## config.mk

```make
export PLATFORM = sky130hd
export DESIGN_NAME = irmsp_out_skid
export DESIGN_NICKNAME = d
export VERILOG_FILES = /design/src/hdl/irmsp_pkg.sv /design/src/hdl/irmsp_out_skid.sv
export SDC_FILE = /design/constraint.sdc
export NUM_CORES = 1
export LEC_CHECK = 0
export ABC_AREA = 1
export BUFFER_PORTS_ARGS = -buffer_cell sky130_fd_sc_hd__clkbuf_2
export CORE_ASPECT_RATIO = 0.9
export CORE_MARGIN = 2
export CORE_UTILIZATION = 36
export DETAILED_ROUTE_END_ITERATION = 12
export MAX_ROUTING_LAYER = met4
export PLACE_DENSITY = 0.69
export SLEW_MARGIN = 20
export SYNTH_ARGS = -nofsm -noshare
export SYNTH_HDL_FRONTEND = slang
export SYNTH_SLANG_ARGS = --single-unit
export TNS_END_PERCENT = 50
```

## constraint.sdc

```tcl
create_clock -name clk -period 13.4 [get_ports clk]
set_input_delay 0 -clock clk [delete_from_list [all_inputs] [get_ports clk]]
set_output_delay 0 -clock clk [all_outputs]
set_load 0.02 [all_outputs]
```

## src/hdl/irmsp_pkg.sv

```systemverilog
// ----------------------------------------------------------------------------
// irmsp_pkg
// Shared types, widths and codes of the infrared mark/space player.
// ----------------------------------------------------------------------------
package irmsp_pkg;

    // Ring geometry
    localparam int RING_DEPTH    = 256;
    localparam int DURATION_BITS = 28;
    localparam int PTR_W         = $clog2(RING_DEPTH);
    localparam int CNT_W         = PTR_W;

    // Field widths
    localparam int FUNC_W     = 2;
    localparam int DUR_W      = 28;
    localparam int ENTRY_W    = DUR_W + 1;
    localparam int MARK_BIT   = DUR_W;
    localparam int MARK_DUR_W = 16;
    localparam int TICK_W     = 10;
    localparam int CMP_W      = 16;
    localparam int TIME_W     = 30;
    localparam int ACC_W      = 11;
    localparam int MS_W       = 32;
    localparam int DROP_W     = 16;
    localparam int QCNT_W     = 8;
    localparam int QEXT_W     = (CNT_W > QCNT_W) ? CNT_W : QCNT_W;

    // Stream widths
    localparam int IN_TDATA_W  = 32;
    localparam int IN_TUSER_W  = FUNC_W;
    localparam int OUT_TDATA_W = 80;

    // Configuration port
    localparam int CFG_IDX_W  = 3;
    localparam int CFG_DATA_W = 16;

    localparam logic [DUR_W-1:0] SPACE_MASK =
        DUR_W'((64'd1 << DURATION_BITS) - 64'd1);

    localparam int US_PER_MS = 1000;
    localparam int TIME_MAX  = (2 ** (TIME_W - 1)) - 1;
    localparam int TIME_MIN  = -(2 ** (TIME_W - 1));

    // Register reset values
    localparam logic [TICK_W-1:0] TICK_US_RST = TICK_W'(50);
    localparam logic [CMP_W-1:0]  PERIOD_RST  = CMP_W'(684);
    localparam logic [CMP_W-1:0]  DUTY_RST    = CMP_W'(342);

    typedef enum logic [FUNC_W-1:0] {
        FUNC_TICK  = 2'd0,
        FUNC_MARK  = 2'd1,
        FUNC_SPACE = 2'd2,
        FUNC_CLEAR = 2'd3
    } func_t;

    typedef enum logic [CFG_IDX_W-1:0] {
        CFG_TICK_US        = 3'd0,
        CFG_CARRIER_PERIOD = 3'd1,
        CFG_CARRIER_DUTY   = 3'd2,
        CFG_INVERT_IDLE    = 3'd3,
        CFG_RX_WHILE_TX    = 3'd4
    } cfg_index_t;

    // Request from the player to the ring
    typedef struct packed {
        logic               push;
        logic               pop;
        logic               clear;
        logic [ENTRY_W-1:0] wdata;
    } ring_ctrl_t;

    // Ring status back to the player
    typedef struct packed {
        logic [ENTRY_W-1:0] head;
        logic               empty;
        logic               full;
        logic [CNT_W-1:0]   count_next;
    } ring_stat_t;

    // One result, pwm_compare in the lowest bits
    typedef struct packed {
        logic [MS_W-1:0]   elapsed_ms;
        logic [DROP_W-1:0] overflow_count;
        logic [QCNT_W-1:0] queue_count;
        logic              accepted;
        logic              receive_enable;
        logic              sending;
        logic              carrier_on;
        logic [CMP_W-1:0]  pwm_compare;
    } result_t;

endpackage

```

## src/hdl/irmsp_out_skid.sv

```systemverilog
// ----------------------------------------------------------------------------
// irmsp_out_skid
// Two-entry output register that decouples result delivery from intake.
// ----------------------------------------------------------------------------
module irmsp_out_skid (
    input  logic               clk,
    input  logic               rst_n,
    input  logic               in_valid,
    output logic               in_ready,
    input  irmsp_pkg::result_t in_data,
    output logic               out_valid,
    input  logic               out_ready,
    output irmsp_pkg::result_t out_data
);
    import irmsp_pkg::*;

    result_t main_reg;
    result_t skid_reg;
    logic    main_valid_reg;
    logic    skid_valid_reg;

    assign in_ready  = ~skid_valid_reg;
    assign out_valid = main_valid_reg;
    assign out_data  = main_reg;

    // Hold valid flags
    always_ff @(posedge clk or negedge rst_n)
    begin
        if (!rst_n)
        begin
            main_valid_reg <= 1'b0;
            skid_valid_reg <= 1'b0;
        end
        else if (!main_valid_reg || out_ready)
        begin
            main_valid_reg <= skid_valid_reg | in_valid;
            skid_valid_reg <= 1'b0;
        end
        else if (in_valid && !skid_valid_reg)
        begin
            skid_valid_reg <= 1'b1;
        end
    end

    // Advance payload: refill the output from the skid stage first
    always_ff @(posedge clk)
    begin
        if (!main_valid_reg || out_ready)
        begin
            main_reg <= skid_valid_reg ? skid_reg : in_data;
        end
        else if (in_valid && !skid_valid_reg)
        begin
            skid_reg <= in_data;
        end
    end

    // The skid stage fills only behind a waiting output
    assert property (@(posedge clk) disable iff (!rst_n)
        skid_valid_reg |-> main_valid_reg)
        else $error("skid entry without output entry");

    // A stalled output keeps its result
    assert property (@(posedge clk) disable iff (!rst_n)
        (main_valid_reg && !out_ready) |=> main_valid_reg && (main_reg == $past(main_reg)))
        else $error("stalled result changed");

endmodule

```

Word level (Yosys, flattened, before mapping)

Cells that the tools add are included.

Word-level logic and storage cells: 30
Register bits: 154
Bits of input ports: 80

Reductions and logical operators: 6
Bitwise operators: 3
Mux-type cells: 3

Operators by type and width:

| operator            | number |
|---|---|
| $mux W76            | 1 |
| $logic_not A1 Y1    | 2 |
| $mux W1             | 2 |
| $not A1 Y1          | 2 |
| $reduce_and A2 Y1   | 1 |
| $reduce_bool A2 Y1  | 1 |
| $logic_and A1 B1 Y1 | 1 |
| $logic_or A1 B1 Y1  | 1 |
| $or A1 B1 Y1        | 1 |

Depth between registers and ports, before layout

Word-level depth: 4
Gate-level depth with buffers: 6

Least setup slack after synthesis

OpenSTA, ideal clock, no wires.

Path kind: register -> register
Start point: reg main_valid_reg, in the netlist out_valid
End point: reg skid_reg[0] (netlist bit), enable pin
Buffers on the path: 0
Stages on the path, launching flop included: 3
Path slack: 7.267 ns
Library setup time: 0.512 ns
Data required time: 12.888 ns
Arrival time: 5.621 ns
Clock period less this slack: 6.133 ns
Path through: dfrtp_1 nand2_1 nor2_1

Word-level cells in the longest chain between the ends: 4

Ends and longest elaborated chain:

| element                            | RTL line             | RTL |
|---|---|---|
| from (decl)                        | irmsp_out_skid.sv:19 | `logic main_valid_reg;` |
| from (signal assigned)             | irmsp_out_skid.sv:36 | `main_valid_reg <= skid_valid_reg \| in_valid;` |
| $logic_not A1 Y1                   | irmsp_out_skid.sv:48 | `if (!main_valid_reg \|\| out_ready)` |
| $logic_or A1 B1 Y1                 | irmsp_out_skid.sv:48 |  |
| $not A1 Y1 (no source line)        | -                    |  |
| $reduce_and A2 Y1 (no source line) | -                    |  |
| to (signal assigned)               | irmsp_out_skid.sv:54 | `skid_reg <= in_data;` |
| to (decl)                          | irmsp_out_skid.sv:18 | `result_t skid_reg;` |

Every way passes these cells.
A chain may end at the register's enable or synchronous reset.

Final worst setup path

Start point: reg skid_valid_reg
End point: reg skid_reg[28] (netlist bit), enable pin

Word-level cells in the longest chain between the ends: 3

Ends and longest elaborated chain:

| element                            | RTL line             | RTL |
|---|---|---|
| from (decl)                        | irmsp_out_skid.sv:20 | `logic skid_valid_reg;` |
| from (signal assigned)             | irmsp_out_skid.sv:32 | `skid_valid_reg <= 1'b0;` |
| from (signal assigned)             | irmsp_out_skid.sv:37 | `skid_valid_reg <= 1'b0;` |
| from (signal assigned)             | irmsp_out_skid.sv:41 | `skid_valid_reg <= 1'b1;` |
| $logic_not A1 Y1                   | irmsp_out_skid.sv:52 | `else if (in_valid && !skid_valid_reg)` |
| $logic_and A1 B1 Y1                | irmsp_out_skid.sv:52 |  |
| $reduce_and A2 Y1 (no source line) | -                    |  |

Every way passes these cells.

==> report_table.html <==
<table>
<tr><th>Metric</th><th>Value</th></tr>
<tr><th colspan="2">Placement</th></tr>
<tr><td>Detail Placement HPWL</td><td>approximately 7000 um</td></tr>
<tr><td>Routability Congestion</td><td>0.741</td></tr>
<tr><td>Placed Instances</td><td>752</td></tr>
<tr><td>Placement Cell Area</td><td>0.00658 mm2</td></tr>
<tr><td>Number of I/O port buffers</td><td>about 160</td></tr>
<tr><td>Pre-CTS setup slack</td><td>10.41 ns</td></tr>
<tr><th colspan="2">Power</th></tr>
<tr><td>Portion of total power attributed to sequential cells</td><td>0.478</td></tr>
<tr><td>Cell leakage power</td><td>3.47 nW</td></tr>
<tr><td>Largest vdd supply drop</td><td>0.0874 mV</td></tr>
<tr><td>Sw Ratio</td><td>0.235</td></tr>
<tr><td>Total power</td><td>~1.2 mW</td></tr>
<tr><td>Power density normalized to cell area</td><td>153 mW/mm2</td></tr>
<tr><td>Portion of total power attributed to combinational logic</td><td>0.111</td></tr>
<tr><td>Clock share of power</td><td>0.411</td></tr>
<tr><td>Sw power</td><td>0.288 mW</td></tr>
<tr><td>Int Power</td><td>0.936 mW</td></tr>
<tr><th colspan="2">Global routing</th></tr>
<tr><td>Global-route wire length before repair</td><td>about 18000 um</td></tr>
<tr><td>Aggregate global-route resource usage</td><td>0.153</td></tr>
<tr><td>Number of global-route vias before repair</td><td>~3800</td></tr>
<tr><td>Largest net degree at the start of global routing</td><td>79</td></tr>
<tr><td>Number of antenna violations at the first check in global routing</td><td>0</td></tr>
<tr><td>Overflow left after global routing</td><td>0</td></tr>
<tr><th colspan="2">Cells and area</th></tr>
<tr><td>Ratio of cells with drive above 1 in the final layout</td><td>0.293</td></tr>
<tr><td>Number of nets in the layout</td><td>728</td></tr>
<tr><td>Count of filler cells inserted in the layout</td><td>1300</td></tr>
<tr><td>Non-filler instance count after layout</td><td>863</td></tr>
<tr><td>Final antenna diode count</td><td>0</td></tr>
<tr><td>Syn-to-layout area delta</td><td>42.2%</td></tr>
<tr><td>Share of the core filled with cells in the final layout</td><td>0.522</td></tr>
<tr><td>Final instance area</td><td>0.00800 mm2</td></tr>
<tr><th colspan="2">Hold path</th></tr>
<tr><td>Min-delay worst type</td><td>in -&gt; reg</td></tr>
<tr><td>Hold path depth</td><td>4</td></tr>
<tr><th colspan="2">Timing</th></tr>
<tr><td>Clock period minus final worst setup slack</td><td>between 2 and 3 ns</td></tr>
<tr><td>Final period utilization</td><td>0.216</td></tr>
<tr><td>Pins Over Slew Limit</td><td>0</td></tr>
<tr><td>Total negative slack for setup checks</td><td>0 ns</td></tr>
<tr><td>Transition time of the tightest slew-check pin</td><td>1.02 ns</td></tr>
<tr><td>Worst clock skew</td><td>between 0.007 and 0.008 ns</td></tr>
<tr><td>RSZ-0062 raised after global routing</td><td>no</td></tr>
<tr><td>Highest attainable clock frequency</td><td>346 MHz</td></tr>
<tr><td>Final hold violation count</td><td>0</td></tr>
<tr><td>Post-route setup slack</td><td>between 10 and 15 ns</td></tr>
<tr><td>Worst slew margin relative to its limit</td><td>0.319</td></tr>
<tr><td>Worst hold-check slack</td><td>about 0.13 ns</td></tr>
<tr><td>Number of failing setup endpoints in the final timing report</td><td>0</td></tr>
<tr><th colspan="2">Yosys</th></tr>
<tr><td>Post-Syn Nets</td><td>between 400 and 500</td></tr>
<tr><td>Sequential share of the synthesized area</td><td>0.821</td></tr>
<tr><td>Cell area after technology mapping</td><td>0.00562 mm2</td></tr>
<tr><td>Post-synthesis register bit count</td><td>roughly 150</td></tr>
<tr><td>Dominant cell type by area after synthesis</td><td>sky130_fd_sc_hd__edfxtp_1</td></tr>
<tr><td>Number of cells produced by synthesis</td><td>407</td></tr>
<tr><td>Share of Yosys cell area claimed by the top area cell type</td><td>0.812</td></tr>
<tr><td>Number of warnings reported in the yosys synthesis log</td><td>0</td></tr>
<tr><td>Count of different cell masters after synthesis</td><td>9</td></tr>
<tr><td>Area contributors post-synth</td><td>sky130_fd_sc_hd__edfxtp_1 81%, sky130_fd_sc_hd__nand2_1 15%, sky130_fd_sc_hd__dfrtp_1 0.89%</td></tr>
<tr><td>Avg Synthesized Cell Area</td><td>13.8 um2</td></tr>
<tr><th colspan="2">Die</th></tr>
<tr><td>DIE AREA</td><td>0.0166 mm2</td></tr>
<tr><td>Core area</td><td>0.0153 mm2</td></tr>
<tr><td>Starting Density</td><td>0.367</td></tr>
<tr><td>DIE HEIGHT</td><td>123 um</td></tr>
<tr><td>Count of boundary I/O pins</td><td>158</td></tr>
<tr><td>Core Rows</td><td>43</td></tr>
<tr><td>Die X</td><td>136 um</td></tr>
<tr><th colspan="2">CTS</th></tr>
<tr><td>Total number of clock tree sinks</td><td>154</td></tr>
<tr><td>TritonCTS clock tree</td><td>done</td></tr>
<tr><td>CTS Hold Bufs</td><td>between 70 and 80</td></tr>
<tr><td>Clock latency on the worst-skew pair</td><td>0.42 ns</td></tr>
<tr><td>Depth of the CTS H-tree</td><td>4</td></tr>
<tr><td>CTS Buf Count</td><td>17</td></tr>
<tr><td>Buffer type at the clock tree root</td><td>sky130_fd_sc_hd__clkbuf_16</td></tr>
<tr><td>Clock slew at the register clock pins of the worst setup and hold paths</td><td>roughly 0.060 ns</td></tr>
<tr><td>Number of setup buffers added after CTS</td><td>0</td></tr>
<tr><td>Clock Path Buffers</td><td>2</td></tr>
<tr><td>Count of cells resized by post-cts repair</td><td>0</td></tr>
<tr><th colspan="2">Drt</th></tr>
<tr><td>DRC viols</td><td>0</td></tr>
<tr><td>Detailed-routing iteration count for the pre-antenna-repair pass</td><td>4</td></tr>
<tr><td>Detailed-route wire length</td><td>11800 um</td></tr>
<tr><td>Antenna-violating nets left</td><td>0</td></tr>
<tr><td>Vias post-DR</td><td>3802</td></tr>
<tr><td>Number of violations reported at the end of detailed-routing iteration 0</td><td>approximately 250</td></tr>
<tr><td>Vias per cell</td><td>roughly 4.4</td></tr>
<tr><td>Routed wire length per instance</td><td>13.7 um</td></tr>
<tr><th colspan="2">Setup path</th></tr>
<tr><td>Levels on crit path</td><td>4</td></tr>
<tr><td>Buffers and inverters on the worst path</td><td>2</td></tr>
<tr><td>CP endpoint kind</td><td>register</td></tr>
<tr><td>Crit Path Max Fanout</td><td>78</td></tr>
<tr><td>Highest-delay cell along the critical path</td><td>sky130_fd_sc_hd__buf_4</td></tr>
<tr><td>WS Path Type</td><td>reg -&gt; reg</td></tr>
<tr><td>Largest delay share family, worst path</td><td>buffers and inverters</td></tr>
<tr><td>Worst Reg2Reg Path Length in Cells</td><td>4</td></tr>
<tr><td>Kind of start point of the critical path</td><td>register</td></tr>
<tr><td>Arrival time worst endpoint</td><td>2.95 ns</td></tr>
<tr><td>List of cells traversed by the critical path</td><td>inv_4, nand2_1, nor2_4, buf_4</td></tr>
<tr><td>Worst EP required</td><td>13.45 ns</td></tr>
<tr><td>Max incr delay on CP</td><td>0.67 ns</td></tr>
<tr><th colspan="2">Run</th></tr>
<tr><td>Max Cap Violations</td><td>0</td></tr>
<tr><th colspan="2">Outcome</th></tr>
<tr><td>Status</td><td>completed</td></tr>
</table>
-- metal layers --
metal	global-route usage	share of wire
met1	0.188	0.44
met2	0.238	0.48
met3	0.0442	0.058
met4	0.0658	0.019
met5	-	0
-- cells in the final DEF, fill, tap and decap left out, drive strengths merged --
cell	netlist	routed
buf	17	3
bufinv	0	4
clkbuf	0	175
clkinv	0	6
clkinvlp	0	2
dfrtp	2	2
dlygate4sd3	0	79
edfxtp	152	152
inv	2	4
nand2	231	231
nor2	3	3
-- cells by family (layout without fill, tap and decap cells) --
family	Yosys count	count (layout)	synth area share
flip-flops	154	154	0.821
AND/OR/NAND/NOR	234	234	0.156
buffers and inverters	19	273	0.0231
-- power by group through the flow --
stage	registers (mW)	clock network, mW	logic, mW
after floorplan	0.627	0	0.0395
after global placement	0.593	0	0.116
after detailed placement	0.594	0	0.119
after CTS	0.585	0.514	0.138
after global routing	0.588	0.537	0.149
final	0.585	0.503	0.136
-- worst reg2reg max path, stage by stage (launching register included) --
cell	delay (ns)
sky130_fd_sc_hd__dfrtp_2	0.42
sky130_fd_sc_hd__inv_4	0.55
sky130_fd_sc_hd__nand2_1	0.21
sky130_fd_sc_hd__nor2_4	0.64
sky130_fd_sc_hd__buf_4	0.69
-- synth_stat cells --
cell                       number
sky130_fd_sc_hd__nor2_1         3
sky130_fd_sc_hd__buf_2          9
sky130_fd_sc_hd__inv_1          1
sky130_fd_sc_hd__edfxtp_1     152
sky130_fd_sc_hd__buf_4          4
sky130_fd_sc_hd__inv_4          1
sky130_fd_sc_hd__dfrtp_1        2
sky130_fd_sc_hd__nand2_1      231
sky130_fd_sc_hd__buf_6          4
-- worst paths after layout --
kind | slack (ns) | start | endpoint
max | 10.51 | skid_valid_reg | skid_reg[28]
min | 0.13 | out_ready | skid_reg[2]
max reg2reg | 10.51 | skid_valid_reg | skid_reg[28]
min reg2reg | 0.51 | skid_reg[59] | out_data[59]
max in group asynchronous | 12.82 | rst_n | skid_valid_reg
min in group asynchronous | 0.44 | rst_n | out_valid
-- final cells by class --
| class | count | area (um2) | area share |
|---|---|---|---|
| repair buffers | 239 | 1600 | 0.200 |
| multi-input cells | 234 | 893 | 0.112 |
| inverters | 2 | 10.0 | 0.00125 |
| flip-flops and latches | 154 | 4620 | 0.577 |
| well taps | 202 | 253 | 0.0316 |
| clock inverters | 14 | 196 | 0.0246 |
| clock buffers | 18 | 429 | 0.0537 |
(Power assumes the default switching activity.)
