`src/hdl/irmsp_pkg.sv`:
```
// ----------------------------------------------------------------------------
// irmsp_pkg
// Shared types, widths and codes of the infrared mark/space player.
// ----------------------------------------------------------------------------
package irmsp_pkg;

    // Ring geometry
    localparam int RING_DEPTH    = 256;
    localparam int DURATION_BITS = 28;
    localparam int PTR_W         = $clog2(RING_DEPTH);
    localparam int CNT_W         = PTR_W;

    // Field widths
    localparam int FUNC_W     = 2;
    localparam int DUR_W      = 28;
    localparam int ENTRY_W    = DUR_W + 1;
    localparam int MARK_BIT   = DUR_W;
    localparam int MARK_DUR_W = 16;
    localparam int TICK_W     = 10;
    localparam int CMP_W      = 16;
    localparam int TIME_W     = 30;
    localparam int ACC_W      = 11;
    localparam int MS_W       = 32;
    localparam int DROP_W     = 16;
    localparam int QCNT_W     = 8;
    localparam int QEXT_W     = (CNT_W > QCNT_W) ? CNT_W : QCNT_W;

    // Stream widths
    localparam int IN_TDATA_W  = 32;
    localparam int IN_TUSER_W  = FUNC_W;
    localparam int OUT_TDATA_W = 80;

    // Configuration port
    localparam int CFG_IDX_W  = 3;
    localparam int CFG_DATA_W = 16;

    localparam logic [DUR_W-1:0] SPACE_MASK =
        DUR_W'((64'd1 << DURATION_BITS) - 64'd1);

    localparam int US_PER_MS = 1000;
    localparam int TIME_MAX  = (2 ** (TIME_W - 1)) - 1;
    localparam int TIME_MIN  = -(2 ** (TIME_W - 1));

    // Register reset values
    localparam logic [TICK_W-1:0] TICK_US_RST = TICK_W'(50);
    localparam logic [CMP_W-1:0]  PERIOD_RST  = CMP_W'(684);
    localparam logic [CMP_W-1:0]  DUTY_RST    = CMP_W'(342);

    typedef enum logic [FUNC_W-1:0] {
        FUNC_TICK  = 2'd0,
        FUNC_MARK  = 2'd1,
        FUNC_SPACE = 2'd2,
        FUNC_CLEAR = 2'd3
    } func_t;

    typedef enum logic [CFG_IDX_W-1:0] {
        CFG_TICK_US        = 3'd0,
        CFG_CARRIER_PERIOD = 3'd1,
        CFG_CARRIER_DUTY   = 3'd2,
        CFG_INVERT_IDLE    = 3'd3,
        CFG_RX_WHILE_TX    = 3'd4
    } cfg_index_t;

    // Request from the player to the ring
    typedef struct packed {
        logic               push;
        logic               pop;
        logic               clear;
        logic [ENTRY_W-1:0] wdata;
    } ring_ctrl_t;

    // Ring status back to the player
    typedef struct packed {
        logic [ENTRY_W-1:0] head;
        logic               empty;
        logic               full;
        logic [CNT_W-1:0]   count_next;
    } ring_stat_t;

    // One result, pwm_compare in the lowest bits
    typedef struct packed {
        logic [MS_W-1:0]   elapsed_ms;
        logic [DROP_W-1:0] overflow_count;
        logic [QCNT_W-1:0] queue_count;
        logic              accepted;
        logic              receive_enable;
        logic              sending;
        logic              carrier_on;
        logic [CMP_W-1:0]  pwm_compare;
    } result_t;

endpackage

```
`src/hdl/irmsp_core.sv`:
```
// ----------------------------------------------------------------------------
// irmsp_core
// Playback control: configuration, symbol timer, millisecond clock, result.
// ----------------------------------------------------------------------------
module irmsp_core (
    input  logic                                 clk,
    input  logic                                 rst_n,
    input  logic                                 cfg_we,
    input  logic [irmsp_pkg::CFG_IDX_W-1:0]      cfg_index,
    input  logic [irmsp_pkg::CFG_DATA_W-1:0]     cfg_data,
    input  logic                                 step,
    input  logic [irmsp_pkg::FUNC_W-1:0]         func,
    input  logic [irmsp_pkg::DUR_W-1:0]          duration_us,
    output irmsp_pkg::ring_ctrl_t                ring_ctrl,
    input  irmsp_pkg::ring_stat_t                ring_stat,
    output irmsp_pkg::result_t                   result
);
    import irmsp_pkg::*;

    // Configuration registers
    logic [TICK_W-1:0] tick_us_reg;
    logic [CMP_W-1:0]  period_reg;
    logic [CMP_W-1:0]  duty_reg;
    logic              invert_reg;
    logic              rx_tx_reg;

    // Player state
    logic signed [TIME_W-1:0] time_left_reg;
    logic signed [TIME_W-1:0] time_left_next;
    logic                     level_reg;
    logic                     level_next;
    logic [DROP_W-1:0]        drop_reg;
    logic [DROP_W-1:0]        drop_next;
    logic [ACC_W-1:0]         micro_reg;
    logic [ACC_W-1:0]         micro_next;
    logic [MS_W-1:0]          milli_reg;
    logic [MS_W-1:0]          milli_next;

    // Working values
    func_t                    fn;
    logic [ACC_W:0]           acc_sum;
    logic [ACC_W:0]           acc_adj;
    logic                     acc_over;
    logic signed [TIME_W:0]   t_sub;
    logic signed [TIME_W:0]   t_base;
    logic signed [TIME_W+1:0] t_pre;
    logic signed [TIME_W-1:0] t_clamped;
    logic                     tl_zero;
    logic                     want_pop;
    logic                     entry_zero;
    logic                     sending;
    logic                     rx_en;
    logic                     accepted;
    logic [QEXT_W-1:0]        qext;

    assign fn = func_t'(func);

    // Write configuration
    always_ff @(posedge clk or negedge rst_n)
    begin
        if (!rst_n)
        begin
            tick_us_reg <= TICK_US_RST;
            period_reg  <= PERIOD_RST;
            duty_reg    <= DUTY_RST;
            invert_reg  <= 1'b0;
            rx_tx_reg   <= 1'b0;
        end
        else if (cfg_we)
        begin
            case (cfg_index_t'(cfg_index))
                CFG_TICK_US:        tick_us_reg <= cfg_data[TICK_W-1:0];
                CFG_CARRIER_PERIOD: period_reg  <= cfg_data[CMP_W-1:0];
                CFG_CARRIER_DUTY:   duty_reg    <= cfg_data[CMP_W-1:0];
                CFG_INVERT_IDLE:    invert_reg  <= cfg_data[0];
                CFG_RX_WHILE_TX:    rx_tx_reg   <= cfg_data[0];
                default: ;
            endcase
        end
    end

    // Tick arithmetic: millisecond accumulator and symbol timer
    always_comb
    begin
        acc_sum  = {1'b0, micro_reg} + (ACC_W + 1)'(tick_us_reg);
        acc_over = (acc_sum > (ACC_W + 1)'(US_PER_MS));
        acc_adj  = acc_over ? acc_sum - (ACC_W + 1)'(US_PER_MS) : acc_sum;

        tl_zero    = (time_left_reg == '0);
        t_sub      = {time_left_reg[TIME_W-1], time_left_reg}
                     - $signed((TIME_W + 1)'(tick_us_reg));
        want_pop   = tl_zero || (t_sub <= (TIME_W + 1)'(0));
        entry_zero = ring_stat.empty || (ring_stat.head == '0);
        t_base     = tl_zero ? '0 : t_sub;

        if (want_pop)
        begin
            t_pre = {t_base[TIME_W], t_base}
                    + $signed((TIME_W + 2)'(ring_stat.head[DUR_W-1:0]));
        end
        else
        begin
            t_pre = {t_sub[TIME_W], t_sub};
        end

        if (t_pre > (TIME_W + 2)'(TIME_MAX))
        begin
            t_clamped = TIME_W'(TIME_MAX);
        end
        else if (t_pre < $signed((TIME_W + 2)'(TIME_MIN)))
        begin
            t_clamped = TIME_W'(TIME_MIN);
        end
        else
        begin
            t_clamped = t_pre[TIME_W-1:0];
        end
    end

    // Decode the request and form next state
    always_comb
    begin
        time_left_next  = time_left_reg;
        level_next      = level_reg;
        drop_next       = drop_reg;
        micro_next      = micro_reg;
        milli_next      = milli_reg;
        sending         = 1'b0;
        rx_en           = 1'b0;
        accepted        = 1'b0;
        ring_ctrl.push  = 1'b0;
        ring_ctrl.pop   = 1'b0;
        ring_ctrl.clear = 1'b0;
        ring_ctrl.wdata = {1'b0, duration_us & SPACE_MASK};

        case (fn)
            FUNC_MARK, FUNC_SPACE:
            begin
                if (fn == FUNC_MARK)
                begin
                    ring_ctrl.wdata = {1'b1, (DUR_W)'(duration_us[MARK_DUR_W-1:0])};
                end
                ring_ctrl.push = step;
                accepted       = ~ring_stat.full;
                if (ring_stat.full)
                begin
                    drop_next = drop_reg + 1'b1;
                end
            end
            FUNC_CLEAR:
            begin
                ring_ctrl.clear = step;
                time_left_next  = '0;
                level_next      = 1'b0;
                drop_next       = '0;
            end
            FUNC_TICK:
            begin
                micro_next    = acc_adj[ACC_W-1:0];
                milli_next    = milli_reg + MS_W'(acc_over);
                ring_ctrl.pop = step & want_pop;
                sending       = ~tl_zero | ~entry_zero;
                if (want_pop && entry_zero)
                begin
                    time_left_next = '0;
                    level_next     = 1'b0;
                end
                else
                begin
                    time_left_next = t_clamped;
                    if (want_pop)
                    begin
                        level_next = ring_stat.head[MARK_BIT];
                    end
                end
                rx_en = rx_tx_reg | ~sending;
            end
            default: ;
        endcase
    end

    // Commit the state of an accepted request
    always_ff @(posedge clk or negedge rst_n)
    begin
        if (!rst_n)
        begin
            time_left_reg <= '0;
            level_reg     <= 1'b0;
            drop_reg      <= '0;
            micro_reg     <= '0;
            milli_reg     <= '0;
        end
        else if (step)
        begin
            time_left_reg <= time_left_next;
            level_reg     <= level_next;
            drop_reg      <= drop_next;
            micro_reg     <= micro_next;
            milli_reg     <= milli_next;
        end
    end

    // Build the result from the state after the step
    assign qext = QEXT_W'(ring_stat.count_next);

    always_comb
    begin
        result.elapsed_ms     = milli_next;
        result.overflow_count = drop_next;
        result.queue_count    = qext[QCNT_W-1:0];
        result.accepted       = accepted;
        result.receive_enable = rx_en;
        result.sending        = sending;
        result.carrier_on     = level_next;
        if (level_next)
        begin
            result.pwm_compare = duty_reg;
        end
        else
        begin
            result.pwm_compare = invert_reg ? period_reg : '0;
        end
    end

    // A clear leaves the player silent with no drops
    assert property (@(posedge clk) disable iff (!rst_n)
        (step && (fn == FUNC_CLEAR))
        |=> (time_left_reg == '0) && !level_reg && (drop_reg == '0))
        else $error("clear did not reset playback");

    // Only an accepted tick pops the ring
    assert property (@(posedge clk) disable iff (!rst_n)
        ring_ctrl.pop |-> (step && (fn == FUNC_TICK)))
        else $error("pop outside a tick");

    // A dropped push bumps the drop counter by one
    assert property (@(posedge clk) disable iff (!rst_n)
        (step && ring_stat.full && ((fn == FUNC_MARK) || (fn == FUNC_SPACE)))
        |=> (drop_reg == $past(drop_reg) + 1'b1))
        else $error("dropped push not counted");

endmodule

```
`config.mk`:
```
export PLATFORM = sky130hd
export DESIGN_NAME = irmsp_core
export DESIGN_NICKNAME = d
export VERILOG_FILES = /design/src/hdl/irmsp_pkg.sv /design/src/hdl/irmsp_core.sv
export SDC_FILE = /design/constraint.sdc
export NUM_CORES = 1
export LEC_CHECK = 0
export BUFFER_PORTS_ARGS = -buffer_cell sky130_fd_sc_hd__buf_4
export CORE_UTILIZATION = 50
export CTS_BUF_LIST = sky130_fd_sc_hd__clkbuf_2 sky130_fd_sc_hd__clkbuf_4 sky130_fd_sc_hd__clkbuf_8
export CTS_CLUSTER_DIAMETER = 30
export DETAILED_ROUTE_END_ITERATION = 10
export PLACE_DENSITY = 0.73
export SYNTH_ARGS = -nofsm -noshare
export SYNTH_HDL_FRONTEND = slang
export SYNTH_SLANG_ARGS = --single-unit
```
`constraint.sdc`:
```
create_clock -name clk -period 11.09 [get_ports clk]
set_clock_uncertainty 0.15 [all_clocks]
set_input_delay 1.6635 -clock clk [delete_from_list [all_inputs] [get_ports clk]]
set_output_delay 1.6635 -clock clk [all_outputs]
set_load 0.02 [all_outputs]
```
Word-level counts from Yosys, hierarchy flattened

Index checks and enable logic that the tools add are counted.

Register bits: 134
Bits of input ports: 92

$add $sub $neg: 6
Magnitude comparators: 4
Equality and inequality tests: 7
Muxes and demuxes: 23
Bitwise logic cells: 7
Reduce and logical (&&, ||, !) cells: 16

Operator list:

| operator                                                         | count |
|---|---|
| 2-to-1 mux 30 bit                                                | 3 |
| 2-to-1 mux 32 bit                                                | 2 |
| case mux 30 bit (2 select lines)                                 | 1 |
| 2-to-1 mux 29 bit                                                | 2 |
| 2-to-1 mux 16 bit                                                | 3 |
| adder 31 x 29 -> 32 bit                                          | 1 |
| adder 32 x 1 -> 32 bit                                           | 1 |
| > comparator 32 x 30 -> 1 bit (second input constant)            | 1 |
| less-than comparator 32 x 30 -> 1 bit (second input constant)    | 1 |
| case mux 16 bit (2 select lines)                                 | 1 |
| less-or-equal comparator 31 x 1 -> 1 bit (second input constant) | 1 |
| 2-to-1 mux 31 bit                                                | 1 |
| subtractor 30 x 11 -> 31 bit                                     | 1 |
| logical NOT 30 bit                                               | 1 |
| logical NOT 29 bit                                               | 1 |
| adder 16 x 1 -> 16 bit (second input constant)                   | 1 |
| AND reduction 2 bit                                              | 7 |
| adder 11 x 10 -> 12 bit                                          | 1 |
| > comparator 12 x 10 -> 1 bit (second input constant)            | 1 |
| 2-to-1 mux 11 bit                                                | 1 |
| subtractor 11 x 10 -> 11 bit (second input constant)             | 1 |
| 2-to-1 mux 1 bit                                                 | 8 |
| == test 3 x 2 -> 1 bit (second input constant)                   | 2 |
| == test 2 bit (second input constant)                            | 2 |
| other kinds (13)                                                 | 18 |

Longest topological paths before layout

Gate-level depths: netlist of the first run.

Word-level depth: 9
Mapped depth: 24

Worst setup path before layout of the first run

OpenSTA, ideal clock, no wires.

Path kind: flip-flop to output port
Start point: register tick_us_reg[1]
End point: output port result[74] in the netlist's numbering
Data arrival time: 5.549 ns
Slack: 3.727 ns
Cell stages (with the launch flop): 24
Path buffers: 1
Cells stage by stage: dfstp_2 -> inv_1 -> fa_1 -> nor2b_1 -> o21ai_0 -> a21boi_0 -> o21ai_0 -> nor3b_1 -> or3_1 -> a2111o_1 -> o21ai_1 -> ha_1 -> ha_1 -> nand2_1 -> nor3_1 -> and2_1 -> and3_1 -> and2_1 -> clkbuf_1 -> and4_1 -> and3_1 -> nand3_1 -> nor2_1 -> xor2_1

RTL lines:

| element                  | RTL line         | source |
|---|---|---|
| start: declaration       | irmsp_core.sv:21 | `logic [TICK_W-1:0] tick_us_reg;` |
| start signal: assignment | irmsp_core.sv:72 | `CFG_TICK_US: tick_us_reg <= cfg_data[TICK_W-1:0];` |
| end: declaration         | irmsp_core.sv:16 | `output irmsp_pkg::result_t result` |

==> results.toml, run 1 <==
[logic_synthesis]
yosysMostFrequentCell = "nand2_1"
synth_edf_count = 0
syn-num-nets = 1399
synthDistinctLibCells = 77
ys_top_cells_by_area = "dfrtp_1 (28%), ha_1 (6.4%), xnor2_1 (6.1%)"
ys_ff_latch = 134
synth_top_cell_by_area = "dfrtp_1"
syn-cell-area_um2 = 10800
ys_seq_area_share_pct = 31.1
synth_common_cells = "nand2_1 (149), dfrtp_1 (121), nor2_1 (104), xnor2_1 (75), o21ai_0 (59)"
syn_inst = 1249
synth_ff_type = "dfrtp_1"
avgSynthCellArea_um2 = 8.67
yosysWarnings = 0
synth_top_area_share_pct = 28.0
async_flop_share_pct = 100

[timing]
finalMaxSlewViolations = 0
fmax_ghz = 0.119
max-slew-margin-rel_pct = 24.5
min_period_ns = 8.41
rsz0062_at_grt = "false"
tns_ns = 0
tightest_slew_ns = 1.13
finalSetupViolCount = 0
finalHoldViolCount = 0
finalCritPeriodShare_pct = 75.9

[worst_hold_path]
hold_depth = 1
hold_path_class = "register to register"
hp-start = "milli_reg[31]$_DFFE_PN0P_"
hold_end = "milli_reg[31]$_DFFE_PN0P_"

[pwr]
irDropWorstVdd_mv = 0.215
p_seq_share_pct = 19.9
internal_power_mw = 1.74
p_leak_nw = 5.85
swShare_pct = 47.2
combPwrFrac_pct = 67.7
power_mw = 3.30
switching_power_mw = 1.55
power.density_nw_per_um2 = 268
p_clk_share_pct = 12.5

[worst_setup_path]
cpMaxStageDelayCell = "o21ai_1"
cp_max_fo = 10
startpoint_type = "register"
cp_num_buf_inv = 2
r2r_end = "time_left_reg[7]$_DFFE_PN0P_"
path_cells = "ha_1, inv_1, fa_1, nor2b_1, o21ai_0, a21boi_0, o21ai_0, a21boi_0, or3_1, a2111o_1, o21ai_1, ha_1, ha_1, nand2_1, nor3_1, and2_1, and3_1, and2_1, and4_1, and3_1, nand3_1, nor2_1, xor2_1, buf_4"
reg2regPathDepth = 18
slowest_delay_ns = 0.59
crit_family = "simple AND/OR/NAND/NOR gates"
required_ns = 9.28
setup.worst_path.end_class = "primary output"
cp_num_cells = 24
crit_top_cell = "ha_1"
r2r_slack_ns = 4.66
r2r-start = "time_left_reg[26]$_DFFE_PN0P_"
crit_type = "register to primary output"
critPathArrivalTime_ns = 6.60

[route]
wl_per_cell_um = 16.3
vias = 9291
vias_per_cell = 5.71
drt_iter0_drc = 611
dr.pass1.iters = 5
drc = 0
antenna_left = 0
drt_wl_total_um = 26500

[floorplan]
die_h_um = 149
die_area_um2 = 22200
core_area_um2 = 21200
ios = 200
die_x_um = 149
rows = 53
start_util_pct = 51.2

[grt]
grt_overflow = 0
antenna_found_initial = 0
grt_pass1_wl_um = 42900
grt_pass1_vias = 8620
grt_max_degree = 82
grt_usage_pct = 24.0

[final_layout]
nets = 1490
area_delta_synth_final_pct = 13.6
drive_above_1_share_pct = 21.3
n_antenna_cell = 0
largest_register_ffs = 32
fillerInstances = 1911

[placement]
dp_hpwl_um = 19900
port_buffers = 151
routabilityCongestion = 0.911

[run]
maxCapViolCount = 0

[cts]
cts_sinks = 134
cts_tree = "built"
clk_latency_ns = 0.44
cts_buffers = 17
cts_hold_buf = 0
post_cts_buffers = 0
cts-htree-levels = 4
cts_resized = 0
path_clk_slew_ns = 0.08
cts_buffer_depth = 2
root_buffer = "clkbuf_8"

[status]
outcome = "finished, final reports clean"
[cell usage in the layout (no fill, tap or decap), types with 24 or more instances in the layout]
cell type,synthesis,routed
buf_4,30,156
nand2_1,149,149
dfrtp_1,121,121
nor2_1,104,104
xnor2_1,75,75
o21ai_0,59,59
xor2_1,55,55
mux2_2,55,55
ha_1,55,55
inv_1,52,52
a21oi_1,51,51
nand3_1,28,28
mux2i_1,27,27
nor2b_1,26,25
and3_1,24,24
[per-stage QoR]
step	util [%]	instances	instance area (um2)	setup slack (ns)	hold WS (ns)
after floorplan	-	1249	10800	3.73	0.300
after global routing	58.1	1628	12300	2.16	0.361
final	58.1	1628	12300	2.68	0.339
after detailed placement	56.2	1596	11900	3.26	0.328
after CTS	58.1	1628	12300	2.74	0.346
after global placement	56.2	1596	11900	3.41	0.318
[power groups by stage]
stage	Clock (mW)	Combinational, mW	Sequential (mW)
2_1_floorplan	0	1.76	0.632
3_3_place_gp	0	2.17	0.659
3_5_place_dp	0	2.18	0.663
4_1_cts	0.419	2.21	0.653
5_1_grt	0.441	2.45	0.667
6_report	0.411	2.23	0.655
[cell families (layout without fill, tap and decap cells)]
group / count (synthesis) / after routing / synth area share [%]
buf+inv: 137 / 241 / 6.44
compound gates: 251 / 251 / 16.0
fa+ha+maj: 58 / 58 / 6.91
xor+xnor: 130 / 130 / 10.5
mux: 82 / 82 / 8.22
simple gates: 457 / 457 / 20.8
flops: 134 / 134 / 31.1
[worst max-delay path by stage]
stage | end | startpoint | slack (ns)
after floorplan | result[74] | tick_us_reg[1]$_DFFE_PN1P_ | 3.73
after global placement | result[74] | tick_us_reg[1]$_DFFE_PN1P_ | 3.41
after detailed placement | result[74] | tick_us_reg[0]$_DFFE_PN0P_ | 3.26
after CTS | result[74] | tick_us_reg[0]$_DFFE_PN0P_ | 2.74
after global routing | result[74] | tick_us_reg[0]$_DFFE_PN0P_ | 2.16
final | result[74] | tick_us_reg[0]$_DFFE_PN0P_ | 2.68
[final cells by class]
cell class                      instances  area, um2  share of cell area [%]
Clock buffer                           20        269                    2.19
Inverter                               52        195                    1.59
Tap cell                              275        344                    2.80
Clock inverter                         12        129                    1.05
Multi-Input combinational cell        978       6810                    55.4
Timing Repair Buffer                  157       1180                    9.62
Sequential cell                       134       3370                    27.4
[layer usage]
metal	share of wire (%)	wire length, um	track usage (%)
met3	4.9	1300	4.01
met1	46	12200	31.9
met4	2.0	535	8.21
met5	0	0	0
met2	47	12500	39.4
(Power assumes the default switching activity.)
==> inputs of run 2 (changes only) <==
- ABC_AREA: unset -> 1
- PLACE_DENSITY: 0.73 -> 0.75
- clock period: 11.09 -> 7.1 ns (I/O delays scaled with it)
==> run 2 against run 1 <==
Compared with the run above: sequential share of layout area decreased by 1.1 points; non-clock buffer count decreased by 2; hold slack got worse by 0.0011 ns.
==> results.toml, run 2 <==
[logic_synthesis]
ys_ff_latch = 134
syn-num-nets = 1912
async_flop_share_pct = 100
yosysWarnings = 0
avgSynthCellArea_um2 = 6.37
ys_seq_area_share_pct = 30.0
syn_inst = 1762
synth_top_area_share_pct = 27.0
synth_common_cells = "nand2_1 (612), inv_1 (211), nor2_1 (165), o21ai_0 (142), dfrtp_1 (121)"
synth_edf_count = 0
syn-cell-area_um2 = 11200
synthDistinctLibCells = 49
synth_ff_type = "dfrtp_1"
yosysMostFrequentCell = "nand2_1"
ys_top_cells_by_area = "dfrtp_1 (27%), nand2_1 (20%), inv_1 (7.1%)"
synth_top_cell_by_area = "dfrtp_1"

[grt]
gr-usage-met1_pct = 36.3
grt_pass1_wl_um = 51100
grt_pass1_vias = 10800
grt_busiest_layer = "met2"
grtUsageMet2_pct = 43.0
grt_usage_pct = 26.6
antenna_found_initial = 0
grt_overflow = 0
grt_max_degree = 79
gr-usage-met3_pct = 5.05

[floorplan]
die_h_um = 152
start_util_pct = 51.3
ios = 200
die_area_um2 = 23100
core_area_um2 = 21900
die_x_um = 152
rows = 54

[worst_setup_path]
critPathArrivalTime_ns = 5.43
cpMaxStageDelayCell = "dfstp_2"
required_ns = 5.88
critPathLaunch = "tick_us_reg[1]$_DFFE_PN1P_"
crit_top_cell = "nor2_1"
startpoint_type = "register"
r2r-start = "time_left_reg[10]$_DFFE_PN0P_"
slowest_delay_ns = 0.59
cp_max_fo = 10
crit_type = "register to primary output"
setup.worst_path.end_class = "primary output"

[placement]
port_buffers = 151
dp_hpwl_um = 23300
placed_area_um2 = 12300
routabilityCongestion = 0.957

[timing]
rsz0062_at_grt = "false"
finalSetupViolCount = 0
finalHoldViolCount = 0
min_period_ns = 6.65
finalCritPeriodShare_pct = 93.6
tightest_slew_ns = 1.16
finalMaxSlewViolations = 0
tns_ns = 0
fmax_ghz = 0.150
timing.hold.ws_ns = 0.338
max-slew-margin-rel_pct = 22.2

[final_layout]
seq_area_um2 = 3370
nets = 2009
n_antenna_cell = 0
layout_common_cells = "nand2_1 (611), inv_1 (211), nor2_1 (163)"
fillerInstances = 2151
multi_input_area_um2 = 6610
final_area_um2 = 12800
fin_util_pct = 58.5
largest_register_ffs = 32
area_delta_synth_final_pct = 14.0
final_common_cell = "nand2_1"
drive_above_1_share_pct = 12.7

[status]
outcome = "finished, final reports clean"

[route]
antenna_left = 0
drt_iter0_drc = 864
wl_per_cell_um = 14.1
drc = 0
vias = 11300
dr.pass1.iters = 5
drt_wl_total_um = 30400
vias_per_cell = 5.24

[cts]
cts_hold_buf = 0
cts_tree = "built"
cts-htree-levels = 4
path_clk_slew_ns = 0.08
root_buffer = "clkbuf_8"
cts_sinks = 134
clk_latency_ns = 0.43
cts_buffer_depth = 2
cts_buffers = 17

[worst_hold_path]
hold_path_class = "register to register"
hp-start = "micro_reg[6]$_DFFE_PN0P_"

[pwr]
power_mw = 6.52
irDropWorstVdd_mv = 0.242
p_leak_nw = 6.88
power.density_nw_per_um2 = 510

[run]
maxCapViolCount = 0
## run 2: cell count changes in the layout (fill, tap and decap cells not counted), sizes merged, moves of 24 or more
cell    change
o211ai     -28
o21ai     +106
and3       -24
mux2       -55
nor2       +69
mux2i      -27
nor2b      -26
inv       +167
nand2     +466
xnor2      -57
nand3      +45
## run 2: what timing repair did
item / in CTS / in global routing
endpoints found under the setup margin: 0 / 7
setup buffers: 0 / 0
gates resized for setup: 0 / 6
## run 2: kinds of logic after synthesis
group	Yosys count	share of synthesized area, %
DFF	134	30.0
adders and majority gates	58	6.66
buffers and inverters	300	11.3
and+or+nand+nor	950	34.8
AOI/OAI and AO/OA	255	12.1
xor gates and xnor gates	65	5.07
## run 2: final timing paths
path | end | slack [ns] | depth (start not counted)
setup reg to reg | time_left_reg[9]$_DFFE_PN0P_ | 1.62 | 25
max in group asynchronous | time_left_reg[23]$_DFFE_PN0P_ | 4.98 | 2
setup / recovery | result[73] | 0.45 | 28
hold / removal | micro_reg[6]$_DFFE_PN0P_ | 0.34 | 2
min in group asynchronous | duty_reg[7]$_DFFE_PN0P_ | 0.44 | 1
hold reg to reg | micro_reg[6]$_DFFE_PN0P_ | 0.34 | 2
## run 2: area by class of cell
class / count / area share [%]
inverter: 223 / 6.54
clock buffer: 21 / 2.06
tap: 280 / 2.74
sequential: 134 / 26.3
clock inverter: 11 / 1.56
multi-input combinational: 1328 / 51.6
timing repair buffer: 155 / 9.12
## run 2: through the flow
step | std cells | setup WS, ns
after global placement | 2120 | 0.810
after global routing | 2152 | 0.00353
after detailed placement | 2120 | 0.688
after CTS | 2152 | 0.190
after floorplan | 1762 | 1.47
final | 2152 | 0.453
## run 2: worst max-delay path, delay by kind of cell (launching register included)
kind,cells,cell delay (ns)
buffers and inverters,3,0.30
adder cells (fa/ha/maj),2,0.68
AO/OA/AOI/OAI,2,0.32
AND/OR/NAND/NOR,19,2.76
XOR/XNOR,2,0.35
flip-flops,1,0.59
## run 2: metal layers
layer / part of all wire, % / wire (um)
met5: 0 / 0
met4: 1.6 / 476
met3: 6.6 / 2000
met2: 45 / 13800
met1: 46 / 14100
## run 2: power by group
part	total, mW	switching, mW	internal, mW
Sequential	1.06	0.133	0.923
Combinational	4.72	3.10	1.62
Clock	0.745	0.308	0.437
Total	6.52	3.54	2.98
